### src/hw/rtl/assert_macros.svh
// assertion macros for the prediction history rtl, used by tph_back
// expects clk_i and rst_ni in the scope of the module that uses them
`ifndef ASSERT_MACROS_SVH
`define ASSERT_MACROS_SVH

// property that must hold at every clock edge outside reset
`define ASSERT_CLK(label, prop, msg) \
  label: assert property (@(posedge clk_i) disable iff (!rst_ni) (prop)) else $error(msg);

// condition that must be followed by another in the next cycle
`define ASSERT_NEXT(label, pre, post, msg) \
  label: assert property (@(posedge clk_i) disable iff (!rst_ni) (pre) |=> (post)) else $error(msg);

`endif

### src/hw/rtl/tph_pkg.sv
// types and constants of the timestamped prediction history
// no dependencies; imported by every module of the block
package tph_pkg;

  // element counter width and its saturation value
  localparam int unsigned CountW = 5;
  localparam logic [CountW-1:0] CountMax = 5'd31;

  // configuration register indexes
  localparam int unsigned CfgIdxW = 3;
  localparam logic [CfgIdxW-1:0] CFG_SAMPLE_COUNT = 3'd0;
  localparam logic [CfgIdxW-1:0] CFG_PREDICTION_SLOT = 3'd1;
  localparam logic [CfgIdxW-1:0] CFG_PREDICT_AFTER_MS = 3'd2;
  localparam logic [CfgIdxW-1:0] CFG_TOLERANCE_MS = 3'd3;

  // opcodes of an input transaction
  localparam logic OP_WRITE = 1'b0;
  localparam logic OP_READ = 1'b1;

  // queue between front and back
  localparam int unsigned QueueDepth = 2;
  localparam int unsigned QueuePtrW = 1;
  localparam int unsigned QueueCntW = 2;

  typedef enum logic [1:0] {
    STATUS_OKAY  = 2'd0,
    STATUS_UNDER = 2'd1,
    STATUS_ERROR = 2'd2
  } status_e;

  typedef enum logic [1:0] {
    KIND_WRITE      = 2'd0,
    KIND_WRITE_LAST = 2'd1,
    KIND_READ       = 2'd2
  } kind_e;

  typedef struct packed {
    kind_e       kind;
    logic [31:0] now_ms;
    logic [31:0] sample_value;
  } item_t;

  typedef struct packed {
    logic [CountW-1:0] sample_count;
    logic [3:0]        prediction_slot;
    logic [15:0]       predict_after_ms;
    logic [15:0]       tolerance_ms;
  } cfg_t;

endpackage

### src/hw/rtl/tph_queue.sv
// two-entry item queue between front and back
// depends on tph_pkg
module tph_queue import tph_pkg::*; (
  input  logic  clk_i,
  input  logic  rst_ni,
  input  logic  push_valid_i,
  output logic  push_ready_o,
  input  item_t push_item_i,
  output logic  pop_valid_o,
  input  logic  pop_ready_i,
  output item_t pop_item_o
);

  item_t                entry_q [QueueDepth];
  logic [QueuePtrW-1:0] wr_ptr_q;
  logic [QueuePtrW-1:0] rd_ptr_q;
  logic [QueueCntW-1:0] count_q;
  logic                 push;
  logic                 pop;

  assign push_ready_o = count_q != QueueCntW'(QueueDepth);
  assign pop_valid_o  = count_q != '0;
  assign pop_item_o   = entry_q[rd_ptr_q];
  assign push         = push_valid_i && push_ready_o;
  assign pop          = pop_valid_o && pop_ready_i;

  // pointers and fill level
  always_ff @(posedge clk_i or negedge rst_ni) begin
    if (!rst_ni) begin
      wr_ptr_q <= '0;
      rd_ptr_q <= '0;
      count_q  <= '0;
    end else begin
      if (push) begin
        wr_ptr_q <= wr_ptr_q + 1'b1;
      end
      if (pop) begin
        rd_ptr_q <= rd_ptr_q + 1'b1;
      end
      if (push && !pop) begin
        count_q <= count_q + 1'b1;
      end else if (pop && !push) begin
        count_q <= count_q - 1'b1;
      end
    end
  end

  // entry storage
  always_ff @(posedge clk_i) begin
    if (push) begin
      entry_q[wr_ptr_q] <= push_item_i;
    end
  end

endmodule

### config.mk
export PLATFORM = sky130hd
export DESIGN_NAME = tph_queue
export DESIGN_NICKNAME = d
export VERILOG_FILES = /design/src/hw/rtl/assert_macros.svh /design/src/hw/rtl/tph_pkg.sv /design/src/hw/rtl/tph_queue.sv
export SDC_FILE = /design/constraint.sdc
export NUM_CORES = 1
export LEC_CHECK = 0
export ABC_AREA = 1
export BUFFER_PORTS_ARGS = -buffer_cell sky130_fd_sc_hd__buf_2
export CAP_MARGIN = 10
export CORE_UTILIZATION = 35
export CTS_BUF_LIST = sky130_fd_sc_hd__clkbuf_8
export CTS_CLUSTER_DIAMETER = 30
export DETAILED_ROUTE_END_ITERATION = 8
export SLEW_MARGIN = 0
export SYNTH_ARGS = -nofsm -noshare
export SYNTH_HDL_FRONTEND = slang
export SYNTH_SLANG_ARGS = --single-unit
### constraint.sdc
create_clock -name clk_i -period 5.95 [get_ports clk_i]
set_clock_uncertainty 0.1 [all_clocks]
set_input_delay 0.8925 -clock clk_i [delete_from_list [all_inputs] [get_ports clk_i]]
set_output_delay 0.8925 -clock clk_i [all_outputs]
set_load 0.05 [all_outputs]
==> run summary <==
Final Non-Filler Cells: 711
Mapped Cells: 374
TritonCTS clock tree: yes
cts hold-fix bufs: 0
layout cells sized above 1: 0.311
Synth warnings: 0
Final ANT Viol Nets: 0
status: finished, final reports clean
worst path required time: 4.96 ns
crit-path max cell delay: 0.40 ns
crit-path max FO: 42
Inst Count DP: 679
sequential area share after synthesis: 0.807
Num Clock Sinks: 136
vias in the first global route: 2931
post_cts resized: 0
post-synth top area share: 0.787
largest net degree at the start of global routing: 68
M3 GR Usage: 0.0548
unrepaired setup endpoints after global routing: false
post-synthesis register bit count: 136
clock buffer depth: 2
Avg Cell Area, Syn: 13.5 sq um
pre-CTS setup slack: 2.84 ns
Slew Viols, Final: 0
Worst setup EP type: output port
setup TNS: 0 ns
synth cell count leaders: 208 x nand2_1, 132 x edfxtp_1, 8 x buf_2
Design Area, Final: 0.00622 sq mm
Layout area overhead: 23.6%
Worst Path Class, Setup: reg2out
final worst slack: 2.99 ns
die height: 122 microns
GRT Total Usage: 0.132
core box area: 0.0139 sq mm
Die Wd: 122 microns
full die area: 0.0149 sq mm
Least-Margin Pin Slew: 0.851 ns
clock slew at reported path FFs: 0.07 ns
largest cells by area after synthesis: edfxtp_1 79%, nand2_1 16%, dfrtp_1 2.0%, buf_6 1.1%, buf_2 0.80%
standard-cell row count: 43
Pre-antenna DRT Iters: 4
H-Tree Depth: 4
CP max-delay cell: dfrtp_2
placed inst area: 0.00587 sq mm
Syn Nets: 445
min cycle time layout: 2.96 ns
Root Driver: clkbuf_8
met1 usage: 0.150
met2 Use GR: 0.214
total number of vias: 3094
fmax: 338 MHz
Hold Vio Cnt, Final: 0
Worst Setup Start Kind: flip-flop
Arr. time, crit path: 1.97 ns
Num CTS Buffers: 17
Routed WL per cell: 13.3 microns
first-pass GRT wire length: 14300 microns
Final GP Congestion: 0.712
Ports: 138
PortBufs: 137
fin nets: 591
CP most frequent cell: nand2_1
cell with the most instances after synthesis: nand2_1
crit-path cells: inv_2, buf_12, nand2_1, nand2_1, buf_2
# fillers: 1334
Via density: 4.35
fin crit share: 0.498
Iter 0 DRT Violations: 133
Post-DP HPWL: 5800 microns
# diodes: 0
routed wire length: 9460 microns
Cell variety after synth: 14
Post-CTS Setup Repair Bufs: 0
area leader, netlist: edfxtp_1
Primary FF master, synth: edfxtp_1
area of the mapped netlist: 0.00504 sq mm
Hold Crit Class: in2async
GRT overflow: 0
Clk Latency, worst-skew pair: 0.43 ns
worst rel slew slack: 0.432
starting density of the core: 0.361
Async SR Flop Fraction: 0.0294
final setup violation count: 0
# DRC: 0
initial antenna violation count: 0
layer with the highest usage: met2
Max Cap Violations: 0
Post-synth EDFFs: 132
-- cell type report --
cell class	instances	area (sq um)	share of cell area
Sequential cell	136	4070	0.653
Multi-Input combinational cell	216	850	0.136
Timing Repair Buffer	142	748	0.120
Clock buffer	17	234	0.0376
Tap cell	180	225	0.0362
Clock inverter	13	76.3	0.0123
Inverter	7	26.3	0.00422
-- logic make-up after synthesis --
kind of cell,Yosys count,share of synthesized area
xor gates and xnor gates,2,0.00348
adders and majority gates,1,0.00248
buffers and inverters,22,0.0273
DFF,136,0.807
and+or+nand+nor,213,0.160
-- critical path: cells and delay by family (launching register included) --
kind          cells  cell delay, ns
simple gates      2            0.18
buf+inv           3            0.91
flops             1            0.40
-- layer usage --
| layer | wire [microns] | vias to the layer above | share of wire |
|---|---|---|---|
| met1 | 4170 | 1437 | 0.44 |
| met4 | 148 | 0 | 0.016 |
| met5 | 0 | - | 0 |
| met2 | 4510 | 99 | 0.48 |
| li1 | - | 1545 | - |
| met3 | 635 | 13 | 0.067 |
-- final timing paths --
kind,from,endpoint,slack [ns],cells after the start
setup reg to reg,count_q[0]$_DFFE_PN0P_,entry_q[1][31]$_DFFE_PP_,3.41,5
setup / recovery,rd_ptr_q$_DFFE_PN0P_,pop_item_o[39],2.99,5
min in group clk_i,count_q[0]$_DFFE_PN0P_,count_q[0]$_DFFE_PN0P_,0.41,1
hold reg to reg,count_q[0]$_DFFE_PN0P_,count_q[0]$_DFFE_PN0P_,0.41,1
max in group asynchronous,rst_ni,rd_ptr_q$_DFFE_PN0P_,5.46,1
hold / removal,rst_ni,wr_ptr_q$_DFFE_PN0P_,0.15,1
-- through the flow --
step | utilization | hold WS [ns]
floorplan | - | 0.362
global route | 0.447 | 0.117
global placement | 0.422 | 0.384
finish | 0.447 | 0.150
CTS | 0.444 | 0.121
detailed placement | 0.422 | 0.393
-- cells in the final DEF (no fill, tap or decap) --
master and n:
buf_4 3, clkbuf_8 17, clkinv_1 6, xor2_1 1
ha_1 1, edfxtp_1 132, dfrtp_2 1, clkinv_2 1
nor2_4 2, bufinv_16 1, xnor2_1 1, buf_12 2
nand3_1 2, dfrtp_1 3, inv_1 11, nand2_1 208
buf_2 137, inv_2 1, nand4_1 1
-- registers in the layout, indices dropped and copies added, names as in the netlist --
register	flops
rd_ptr_q	1
count_q	2
entry_q	132
wr_ptr_q	1
Power is not shown: default switching activity piles up to over one toggle a cycle in this logic, so the estimate is an artifact.
