[src/hw/rtl/assert_macros.svh]
// assertion macros for the prediction history rtl, used by tph_back
// expects clk_i and rst_ni in the scope of the module that uses them
`ifndef ASSERT_MACROS_SVH
`define ASSERT_MACROS_SVH

// property that must hold at every clock edge outside reset
`define ASSERT_CLK(label, prop, msg) \
  label: assert property (@(posedge clk_i) disable iff (!rst_ni) (prop)) else $error(msg);

// condition that must be followed by another in the next cycle
`define ASSERT_NEXT(label, pre, post, msg) \
  label: assert property (@(posedge clk_i) disable iff (!rst_ni) (pre) |=> (post)) else $error(msg);

`endif

[src/hw/rtl/tph_pkg.sv]
// types and constants of the timestamped prediction history
// no dependencies; imported by every module of the block
package tph_pkg;

  // element counter width and its saturation value
  localparam int unsigned CountW = 5;
  localparam logic [CountW-1:0] CountMax = 5'd31;

  // configuration register indexes
  localparam int unsigned CfgIdxW = 3;
  localparam logic [CfgIdxW-1:0] CFG_SAMPLE_COUNT = 3'd0;
  localparam logic [CfgIdxW-1:0] CFG_PREDICTION_SLOT = 3'd1;
  localparam logic [CfgIdxW-1:0] CFG_PREDICT_AFTER_MS = 3'd2;
  localparam logic [CfgIdxW-1:0] CFG_TOLERANCE_MS = 3'd3;

  // opcodes of an input transaction
  localparam logic OP_WRITE = 1'b0;
  localparam logic OP_READ = 1'b1;

  // queue between front and back
  localparam int unsigned QueueDepth = 2;
  localparam int unsigned QueuePtrW = 1;
  localparam int unsigned QueueCntW = 2;

  typedef enum logic [1:0] {
    STATUS_OKAY  = 2'd0,
    STATUS_UNDER = 2'd1,
    STATUS_ERROR = 2'd2
  } status_e;

  typedef enum logic [1:0] {
    KIND_WRITE      = 2'd0,
    KIND_WRITE_LAST = 2'd1,
    KIND_READ       = 2'd2
  } kind_e;

  typedef struct packed {
    kind_e       kind;
    logic [31:0] now_ms;
    logic [31:0] sample_value;
  } item_t;

  typedef struct packed {
    logic [CountW-1:0] sample_count;
    logic [3:0]        prediction_slot;
    logic [15:0]       predict_after_ms;
    logic [15:0]       tolerance_ms;
  } cfg_t;

endpackage

[src/hw/rtl/tph_front.sv]
// front stage: takes input transactions and classifies them into items
// depends on tph_pkg
module tph_front import tph_pkg::*; (
  input  logic        clk_i,
  input  logic        rst_ni,
  input  logic        in_valid_i,
  output logic        in_ready_o,
  input  logic        opcode_i,
  input  logic        last_i,
  input  logic [31:0] now_ms_i,
  input  logic [31:0] sample_value_i,
  output logic        push_valid_o,
  input  logic        push_ready_i,
  output item_t       push_item_o
);

  logic  valid_q;
  item_t item_q;
  item_t item_d;

  assign in_ready_o   = !valid_q || push_ready_i;
  assign push_valid_o = valid_q;
  assign push_item_o  = item_q;

  // classify by opcode and last flag
  always_comb begin
    item_d.now_ms       = now_ms_i;
    item_d.sample_value = sample_value_i;
    priority if (opcode_i == OP_READ) begin
      item_d.kind = KIND_READ;
    end else if (last_i) begin
      item_d.kind = KIND_WRITE_LAST;
    end else begin
      item_d.kind = KIND_WRITE;
    end
  end

  // holding register control
  always_ff @(posedge clk_i or negedge rst_ni) begin
    if (!rst_ni) begin
      valid_q <= 1'b0;
    end else if (in_ready_o) begin
      valid_q <= in_valid_i;
    end
  end

  // holding register payload
  always_ff @(posedge clk_i) begin
    if (in_valid_i && in_ready_o) begin
      item_q <= item_d;
    end
  end

endmodule

[config.mk]
export PLATFORM = sky130hd
export DESIGN_NAME = tph_front
export DESIGN_NICKNAME = d
export VERILOG_FILES = /design/src/hw/rtl/assert_macros.svh /design/src/hw/rtl/tph_pkg.sv /design/src/hw/rtl/tph_front.sv
export SDC_FILE = /design/constraint.sdc
export NUM_CORES = 1
export LEC_CHECK = 0
export BUFFER_PORTS_ARGS = -buffer_cell sky130_fd_sc_hd__buf_4
export CAP_MARGIN = 30
export CORE_MARGIN = 8
export CORE_UTILIZATION = 30
export CTS_CLUSTER_DIAMETER = 80
export DETAILED_ROUTE_END_ITERATION = 12
export PLACE_DENSITY = 0.64
export SLEW_MARGIN = 20
export SYNTH_ARGS = -nofsm -noshare
export SYNTH_HDL_FRONTEND = slang
export SYNTH_SLANG_ARGS = --single-unit
[constraint.sdc]
create_clock -name clk_i -period 2.9 [get_ports clk_i]
set_input_delay 0.58 -clock clk_i [delete_from_list [all_inputs] [get_ports clk_i]]
set_output_delay 0.58 -clock clk_i [all_outputs]
set_load 0.01 [all_outputs]
==> metrics.txt, run 1 <==
# TYPE chip_impl_metric gauge
chip_impl_metric{name="final_layout_size_suffix_gt1_share",unit="%"} 68.4
chip_impl_metric{name="post_cts_resize_count",unit=""} 0
chip_impl_info{name="hp-class",value="in2reg"} 1
chip_impl_metric{name="synth_seq_area_share",unit="%"} 98.3
chip_impl_metric{name="grt_antenna_before_repair",unit=""} 0
chip_impl_info{name="worst_hold_startpoint",value="now_ms_i[6]"} 1
chip_impl_metric{name="power.ir.vdd_worst",unit="uV"} 368
chip_impl_metric{name="area.growth.synth_to_final",unit="%"} 65.3
chip_impl_metric{name="clk_path_buf_depth",unit=""} 2
chip_impl_metric{name="netlist-cell-type-count",unit=""} 6
chip_impl_info{name="outcome",value="complete, no violations"} 1
chip_impl_metric{name="clock_sinks",unit=""} 67
chip_impl_metric{name="net_count_reported_at_finish",unit=""} 290
chip_impl_metric{name="synth.avg_cell_area",unit="um2"} 28.8
chip_impl_metric{name="grt_pass1_wl",unit="mm"} 8.13
chip_impl_metric{name="yosys_warnings",unit=""} 0
chip_impl_metric{name="cts_made_buffers",unit=""} 9
chip_impl_metric{name="mappedNetlistArea",unit="mm2"} 0.00204
chip_impl_info{name="setup_repair_after_global_routing_missed_its_margin",value="false"} 1
chip_impl_metric{name="skew",unit="ps"} 6.41
chip_impl_metric{name="place.port_buffers",unit=""} 137
chip_impl_metric{name="floorplan.die.height",unit="um"} 98.5
chip_impl_metric{name="whs_path_depth",unit=""} 1
chip_impl_metric{name="regToRegSetupSlack",unit="ps"} 1290
chip_impl_metric{name="die_width",unit="um"} 98.5
chip_impl_metric{name="routed-via-count",unit=""} 1254
chip_impl_metric{name="finalCoreUtilization",unit="%"} 50.5
chip_impl_metric{name="fp.dieArea",unit="mm2"} 0.00970
chip_impl_metric{name="layout_worst_path_cycle_share",unit="%"} 55.4
chip_impl_metric{name="drv_cap",unit=""} 0
chip_impl_metric{name="drt_iter0_drc",unit=""} 39
chip_impl_metric{name="path_buf_inv",unit=""} 0
chip_impl_info{name="ys.flop_type",value="sky130_fd_sc_hd__edfxtp_1"} 1
chip_impl_metric{name="clockPowerShare",unit="%"} 35.7
chip_impl_metric{name="std_cell_rows",unit=""} 30
chip_impl_metric{name="final-max-slew-violation-count",unit=""} 0
chip_impl_metric{name="worst-endpoint-required",unit="ps"} 2860
chip_impl_metric{name="postSynthCellCount",unit=""} 71
chip_impl_metric{name="clock_insertion_delay_at_the_later_pin_of_the_skew_report",unit="ps"} 330
chip_impl_metric{name="internal-power",unit="uW"} 1650
chip_impl_info{name="cp-startpoint",value="push_valid_o$_DFFE_PN0P_"} 1
chip_impl_info{name="critPathTopFamily",value="simple AND/OR/NAND/NOR gates"} 1
chip_impl_info{name="critical_path.slowest_cell",value="sky130_fd_sc_hd__and2_4"} 1
chip_impl_info{name="worst_setup_path_end_kind",value="register"} 1
chip_impl_metric{name="max_incr_delay_on_cp",unit="ps"} 690
chip_impl_metric{name="power_density",unit="mW/mm2"} 622
chip_impl_metric{name="worst_setup_hold_path_clk_slew",unit="ps"} 70
chip_impl_info{name="critPathLaunchType",value="register"} 1
chip_impl_metric{name="detail_route.wirelength",unit="mm"} 5.54
chip_impl_metric{name="combinational_group_share_of_total_power",unit="%"} 9.8
chip_impl_metric{name="h-tree-depth",unit=""} 3
chip_impl_metric{name="setup-violations-final",unit=""} 0
chip_impl_metric{name="p_switching",unit="uW"} 453
chip_impl_info{name="synthMostInstantiatedCell",value="sky130_fd_sc_hd__edfxtp_1"} 1
chip_impl_info{name="critical_path_cell_list",value="nand2b_4 > and2_4"} 1
chip_impl_metric{name="grt_start_max_net_pins",unit=""} 67
chip_impl_info{name="clock_tree_from_tritoncts",value="built"} 1
chip_impl_metric{name="synth_enable_flop_cells",unit=""} 66
chip_impl_metric{name="design.core.area",unit="mm2"} 0.00668
chip_impl_metric{name="grtUsageTotal",unit="%"} 11.4
chip_impl_metric{name="place_inst",unit=""} 288
chip_impl_info{name="ctsRootBufferMaster",value="sky130_fd_sc_hd__clkbuf_8"} 1
chip_impl_metric{name="timing.critical_path.fanout_max",unit=""} 66
chip_impl_metric{name="switching_portion_of_total_power",unit="%"} 21.6
chip_impl_metric{name="routed_wire_length_per_instance",unit="um"} 18.2
chip_impl_metric{name="number_of_buffers_added_for_setup_after_cts",unit=""} 0
chip_impl_metric{name="static-leakage-power",unit="uW"} 0.00141
chip_impl_metric{name="num_io_pins",unit=""} 138
chip_impl_metric{name="power.sequential.fraction",unit="%"} 54.5
chip_impl_metric{name="first_global_vias",unit=""} 1487
chip_impl_info{name="holdPathEnd",value="push_item_o[38]$_DFFE_PP_"} 1
chip_impl_metric{name="max_freq",unit="MHz"} 623
chip_impl_metric{name="drt-vias-per-instance",unit=""} 4.11
chip_impl_info{name="timing.setup.critical_path_class",value="reg2reg"} 1
chip_impl_metric{name="gp_congestion",unit=""} 0.684
chip_impl_metric{name="worstPathArrival",unit="ps"} 1560
chip_impl_info{name="timing.rr.end",value="push_item_o[60]$_DFFE_PP_"} 1
chip_impl_metric{name="drtPass1Iterations",unit=""} 4
chip_impl_metric{name="cts_hold_buf",unit=""} 1
chip_impl_info{name="timing.rr.start",value="push_valid_o$_DFFE_PN0P_"} 1
chip_impl_metric{name="postSynth.asyncResetShare",unit="%"} 1.49
chip_impl_info{name="synth_area_leaders",value="sky130_fd_sc_hd__edfxtp_1 97%, sky130_fd_sc_hd__dfrtp_1 1.2%, sky130_fd_sc_hd__nand2b_4 0.67%"} 1
chip_impl_metric{name="synth_largest_type_area_fraction",unit="%"} 97.1
chip_impl_metric{name="setup_tns",unit="ps"} 0
chip_impl_metric{name="timing.slew.headroom",unit="%"} 43.2
chip_impl_metric{name="register_bit_total_from_synthesis",unit=""} 67
chip_impl_info{name="netlist.top_cell.by_area",value="sky130_fd_sc_hd__edfxtp_1"} 1
chip_impl_metric{name="reg2reg_depth",unit=""} 2
chip_impl_metric{name="final-instance-count-excl-fill",unit=""} 305
chip_impl_metric{name="start_util",unit="%"} 30.6
chip_impl_metric{name="worst_slew_pin_slew",unit="ps"} 852
chip_impl_metric{name="synth.net_count",unit=""} 141
chip_impl_metric{name="grt_overflow_total",unit=""} 0
chip_impl_metric{name="route.detailed.drc",unit=""} 0
chip_impl_metric{name="detail-route-antenna-nets",unit=""} 0
chip_impl_metric{name="post-route-min-period",unit="ps"} 1610
chip_impl_metric{name="hold_violations",unit=""} 0
chip_impl_metric{name="insertedDiodeCount",unit=""} 0
-- cell type report --
type                       count  area [um2]
tap                           80         100
sequential                    67        2010
clock buffer                  10         128
fill                         573        3310
multi-input combinational      4        35.0
clock inverter                 6        66.3
timing repair buffer         138        1040
-- logic make-up after synthesis --
family / synth area share (%)
flip-flops: 98.3
AND/OR/NAND/NOR: 1.72
-- power groups by stage --
stage / clock network [uW] / logic, uW / registers (uW)
2_1_floorplan: 0 / 21.5 / 1190
3_3_place_gp: 0 / 207 / 1160
3_5_place_dp: 0 / 211 / 1170
4_1_cts: 778 / 212 / 1140
5_1_grt: 807 / 222 / 1150
6_report: 749 / 206 / 1140
-- how the worst max path moves through the flow --
stage	end	slack (ps)	cells past startpoint
after detailed placement	push_item_o[59]$_DFFE_PP_	1000	3
after global placement	push_item_o[50]$_DFFE_PP_	1030	3
after CTS	push_item_o[5]$_DFFE_PP_	1290	2
after global routing	push_item_o[37]$_DFFE_PP_	1200	2
after floorplan	push_item_o[0]$_DFFE_PP_	1250	2
final	push_item_o[60]$_DFFE_PP_	1290	2
-- placed cells by master (no fill, tap or decap), types with 3 or more instances in the layout --
master	n
sky130_fd_sc_hd__edfxtp_1	66
sky130_fd_sc_hd__clkbuf_8	9
sky130_fd_sc_hd__buf_4	137
sky130_fd_sc_hd__clkinvlp_4	3
-- state kept, by name (all words and copies together), names as in the netlist --
register      flops
push_valid_o      1
push_item_o      66
-- per-stage QoR --
stage / power (uW) / setup WS, ps / instance area (um2) / hold slack, ps
6_report: 2100 / 1290 / 3370 / 419
5_1_grt: 2180 / 1200 / 3370 / 396
4_1_cts: 2130 / 1290 / 3370 / 395
3_5_place_dp: 1380 / 1000 / 3170 / 359
3_3_place_gp: 1370 / 1030 / 3170 / 358
2_1_floorplan: 1210 / 1250 / 2040 / 284
-- metal layers --
layer	up-vias	GRT usage, %	routed length, um
met5	-	0	0
met4	0	5.67	85
met3	6	9.23	890
met2	85	17.7	2710
met1	583	10.7	1860
li1	580	-	-
Power figures use the tool's default switching activity.
==> inputs of run 2 (changes only) <==
--- a/config.mk
+++ b/config.mk
@@ -5,13 +5,14 @@
 export SDC_FILE = /design/constraint.sdc
 export NUM_CORES = 1
 export LEC_CHECK = 0
+export ABC_AREA = 1
 export BUFFER_PORTS_ARGS = -buffer_cell sky130_fd_sc_hd__buf_4
 export CAP_MARGIN = 30
 export CORE_MARGIN = 8
 export CORE_UTILIZATION = 30
 export CTS_CLUSTER_DIAMETER = 80
 export DETAILED_ROUTE_END_ITERATION = 12
-export PLACE_DENSITY = 0.64
+export PLACE_DENSITY = 0.66
 export SLEW_MARGIN = 20
 export SYNTH_ARGS = -nofsm -noshare
 export SYNTH_HDL_FRONTEND = slang
==> constraint.sdc (replaced) <==
create_clock -name clk_i -period 1.4 [get_ports clk_i]
set_input_delay 0.28 -clock clk_i [delete_from_list [all_inputs] [get_ports clk_i]]
set_output_delay 0.28 -clock clk_i [all_outputs]
set_load 0.01 [all_outputs]
==> metrics.txt, run 2 <==
# TYPE chip_impl_metric gauge
chip_impl_info{name="outcome",value="complete, no violations"} 1
chip_impl_metric{name="placed_cell_area",unit="mm2"} 0.00322
chip_impl_metric{name="drt-vias-per-instance",unit=""} 4.10
chip_impl_metric{name="worst_setup_hold_path_clk_slew",unit="ps"} 70
chip_impl_metric{name="timing.critical_path.fanout_max",unit=""} 3
chip_impl_metric{name="p_switching",unit="uW"} 854
chip_impl_info{name="critPathLaunchType",value="register"} 1
chip_impl_info{name="ys.flop_type",value="sky130_fd_sc_hd__edfxtp_1"} 1
chip_impl_info{name="timing.setup.critical_path_class",value="reg2out"} 1
chip_impl_metric{name="power_density",unit="mW/mm2"} 1270
chip_impl_info{name="setup_repair_after_global_routing_missed_its_margin",value="false"} 1
chip_impl_info{name="synth_area_leaders",value="sky130_fd_sc_hd__edfxtp_1 97%, sky130_fd_sc_hd__dfrtp_1 1.2%, sky130_fd_sc_hd__inv_1 0.55%"} 1
chip_impl_info{name="ys_top_cells_by_count",value="66 x sky130_fd_sc_hd__edfxtp_1, 3 x sky130_fd_sc_hd__inv_1, 2 x sky130_fd_sc_hd__nand2_1"} 1
chip_impl_metric{name="timing.slew.headroom",unit="%"} 87.1
chip_impl_metric{name="combinational_group_share_of_total_power",unit="%"} 10.2
chip_impl_metric{name="synth.avg_cell_area",unit="um2"} 27.5
chip_impl_metric{name="clockPowerShare",unit="%"} 35.0
chip_impl_metric{name="place.port_buffers",unit=""} 137
chip_impl_metric{name="netlist-cell-type-count",unit=""} 6
chip_impl_metric{name="power.sequential.fraction",unit="%"} 54.8
chip_impl_metric{name="cts_made_buffers",unit=""} 9
chip_impl_metric{name="worst-endpoint-required",unit="ps"} 1120
chip_impl_metric{name="hold_violations",unit=""} 0
chip_impl_metric{name="switching_portion_of_total_power",unit="%"} 19.8
chip_impl_metric{name="grt_antenna_before_repair",unit=""} 0
chip_impl_metric{name="yosys_warnings",unit=""} 0
chip_impl_info{name="synthMostInstantiatedCell",value="sky130_fd_sc_hd__edfxtp_1"} 1
chip_impl_metric{name="setup_tns",unit="ps"} 0
chip_impl_metric{name="grt_pass1_wl",unit="mm"} 7.67
chip_impl_metric{name="synth_enable_flop_cells",unit=""} 66
chip_impl_metric{name="start_util",unit="%"} 30.4
chip_impl_metric{name="fp.dieArea",unit="mm2"} 0.00967
chip_impl_metric{name="route.detailed.drc",unit=""} 0
chip_impl_metric{name="whs_path_depth",unit=""} 1
chip_impl_metric{name="power.ir.vdd_worst",unit="uV"} 700
chip_impl_info{name="ctsRootBufferMaster",value="sky130_fd_sc_hd__clkbuf_8"} 1
chip_impl_metric{name="clock_insertion_delay_at_the_later_pin_of_the_skew_report",unit="ps"} 330
chip_impl_metric{name="clk_path_buf_depth",unit=""} 2
chip_impl_metric{name="drv_cap",unit=""} 0
chip_impl_metric{name="insertedDiodeCount",unit=""} 0
chip_impl_metric{name="worst_slew_pin_slew",unit="ps"} 193
chip_impl_metric{name="grt_start_max_net_pins",unit=""} 37
chip_impl_info{name="worst_setup_path_end_kind",value="output port"} 1
chip_impl_metric{name="postSynth.asyncResetShare",unit="%"} 1.49
chip_impl_metric{name="clock_sinks",unit=""} 67
chip_impl_metric{name="num_io_pins",unit=""} 138
chip_impl_metric{name="post-route-min-period",unit="ps"} 1260
chip_impl_metric{name="first_global_vias",unit=""} 1449
chip_impl_metric{name="setup-violations-final",unit=""} 0
chip_impl_metric{name="net_count_reported_at_finish",unit=""} 295
chip_impl_metric{name="layout_worst_path_cycle_share",unit="%"} 89.7
chip_impl_metric{name="static-leakage-power",unit="uW"} 0.00144
chip_impl_metric{name="drt_iter0_drc",unit=""} 42
chip_impl_metric{name="finalCoreUtilization",unit="%"} 51.1
chip_impl_info{name="netlist.top_cell.by_area",value="sky130_fd_sc_hd__edfxtp_1"} 1
chip_impl_metric{name="final_area",unit="mm2"} 0.00341
chip_impl_metric{name="gp_congestion",unit=""} 0.668
chip_impl_metric{name="die_width",unit="um"} 98.4
chip_impl_metric{name="detail_route.wirelength",unit="mm"} 5.18
chip_impl_metric{name="floorplan.die.height",unit="um"} 98.4
chip_impl_metric{name="synth_seq_area_share",unit="%"} 98.6
chip_impl_info{name="hp-class",value="in2reg"} 1
chip_impl_metric{name="design.core.area",unit="mm2"} 0.00668
chip_impl_metric{name="detail-route-antenna-nets",unit=""} 0
chip_impl_metric{name="multiInputGateArea",unit="um2"} 27.5
chip_impl_metric{name="final_layout_size_suffix_gt1_share",unit="%"} 67.0
chip_impl_metric{name="mappedNetlistArea",unit="mm2"} 0.00203
chip_impl_metric{name="h-tree-depth",unit=""} 3
chip_impl_metric{name="skew",unit="ps"} 6.60
chip_impl_metric{name="grt_overflow_total",unit=""} 0
chip_impl_metric{name="synth.net_count",unit=""} 144
chip_impl_metric{name="worstPathArrival",unit="ps"} 980
chip_impl_metric{name="grtUsageTotal",unit="%"} 10.7
chip_impl_metric{name="largest_reg_flops",unit=""} 66
chip_impl_metric{name="std_cell_rows",unit=""} 30
chip_impl_metric{name="postSynthCellCount",unit=""} 74
chip_impl_metric{name="num-fill-cells",unit=""} 586
chip_impl_info{name="clock_tree_from_tritoncts",value="built"} 1
chip_impl_metric{name="area.growth.synth_to_final",unit="%"} 67.8
chip_impl_info{name="commonest_non_fill_non_tap_cells_in_the_layout",value="137 x sky130_fd_sc_hd__buf_4, 66 x sky130_fd_sc_hd__edfxtp_1, 10 x sky130_fd_sc_hd__clkbuf_8, 3 x sky130_fd_sc_hd__inv_1, 3 x sky130_fd_sc_hd__clkbuf_1"} 1
chip_impl_metric{name="reg2reg_depth",unit=""} 2
chip_impl_metric{name="max_freq",unit="MHz"} 797
chip_impl_metric{name="drtPass1Iterations",unit=""} 4
chip_impl_metric{name="routed_wire_length_per_instance",unit="um"} 16.7
chip_impl_metric{name="routed-via-count",unit=""} 1270
chip_impl_metric{name="register_bit_total_from_synthesis",unit=""} 67
chip_impl_metric{name="final-max-slew-violation-count",unit=""} 0
chip_impl_info{name="most_common_cell_after_layout_fill_and_taps_aside",value="sky130_fd_sc_hd__buf_4"} 1
chip_impl_metric{name="internal-power",unit="uW"} 3470
chip_impl_metric{name="synth_largest_type_area_fraction",unit="%"} 97.4
chip_impl_metric{name="seqCellArea",unit="mm2"} 0.00201
## run 2: changes by cell type after synthesis, sizes merged
cell	delta
a21oi	+1
and2	-1
inv	+3
nand2	+2
nand2b	-2
nor2	+1
nor2b	-1
## run 2: power by group through the flow
| stage | Combinational [uW] | Clock, uW | Sequential, uW |
|---|---|---|---|
| CTS | 452 | 1570 | 2370 |
| global route | 473 | 1640 | 2380 |
| global placement | 443 | 0 | 2410 |
| finish | 442 | 1510 | 2370 |
| floorplan | 44.0 | 0 | 2470 |
| detailed placement | 450 | 0 | 2410 |
## run 2: what timing repair did
item                                   in CTS  in global routing
resized for setup                           0                  0
endpoints found under the hold margin       1                  0
hold buffers                                1                  0
buffers inserted                            0                  0
## run 2: kinds of logic after synthesis
group | Yosys count | synth area share [%]
AO/OA/AOI/OAI | 1 | 0.246
buffers and inverters | 3 | 0.553
flip-flops | 67 | 98.6
AND/OR/NAND/NOR | 3 | 0.553
## run 2: final cells by class
class                      instances  area share, %
clock inverter                     3           1.17
clock buffer                      13           4.36
tap                               80           2.93
multi-input combinational          4          0.806
timing repair buffer             140           31.6
sequential                        67           58.8
inverter                           3          0.330
## run 2: worst paths after layout
check                                              start  slack, ps                   endpoint
max in group asynchronous                         rst_ni       1060   push_valid_o$_DFFE_PN0P_
worst max register to register  push_valid_o$_DFFE_PN0P_        180  push_item_o[33]$_DFFE_PP_
min in group asynchronous                         rst_ni        250   push_valid_o$_DFFE_PN0P_
worst min-delay path                         now_ms_i[6]        120  push_item_o[38]$_DFFE_PP_
worst min register to register  push_valid_o$_DFFE_PN0P_        570   push_valid_o$_DFFE_PN0P_
worst max-delay path            push_valid_o$_DFFE_PN0P_        140                 in_ready_o
## run 2: critical path, stage by stage (launching register included)
cell	delay [ps]
sky130_fd_sc_hd__dfrtp_2	430
sky130_fd_sc_hd__nand2_1	90
sky130_fd_sc_hd__buf_4	120
## run 2: stage by stage
step | power [uW] | hold slack, ps | std cells | worst slack, ps
after floorplan | 2520 | -15.6 | 74 | -587
after global placement | 2850 | 56.6 | 293 | 202
after detailed placement | 2860 | 56.5 | 293 | 192
after CTS | 4400 | 100 | 310 | 120
after global routing | 4490 | 94.5 | 310 | 84.9
final | 4320 | 123 | 310 | 145
## run 2: per-layer routing
layer / routed length, um / up-vias / GRT usage (%)
met5: 0 / - / 0
met4: 75 / 0 / 5.31
met3: 702 / 9 / 8.18
met2: 2500 / 87 / 16.4
met1: 1890 / 582 / 10.2
li1: - / 592 / -
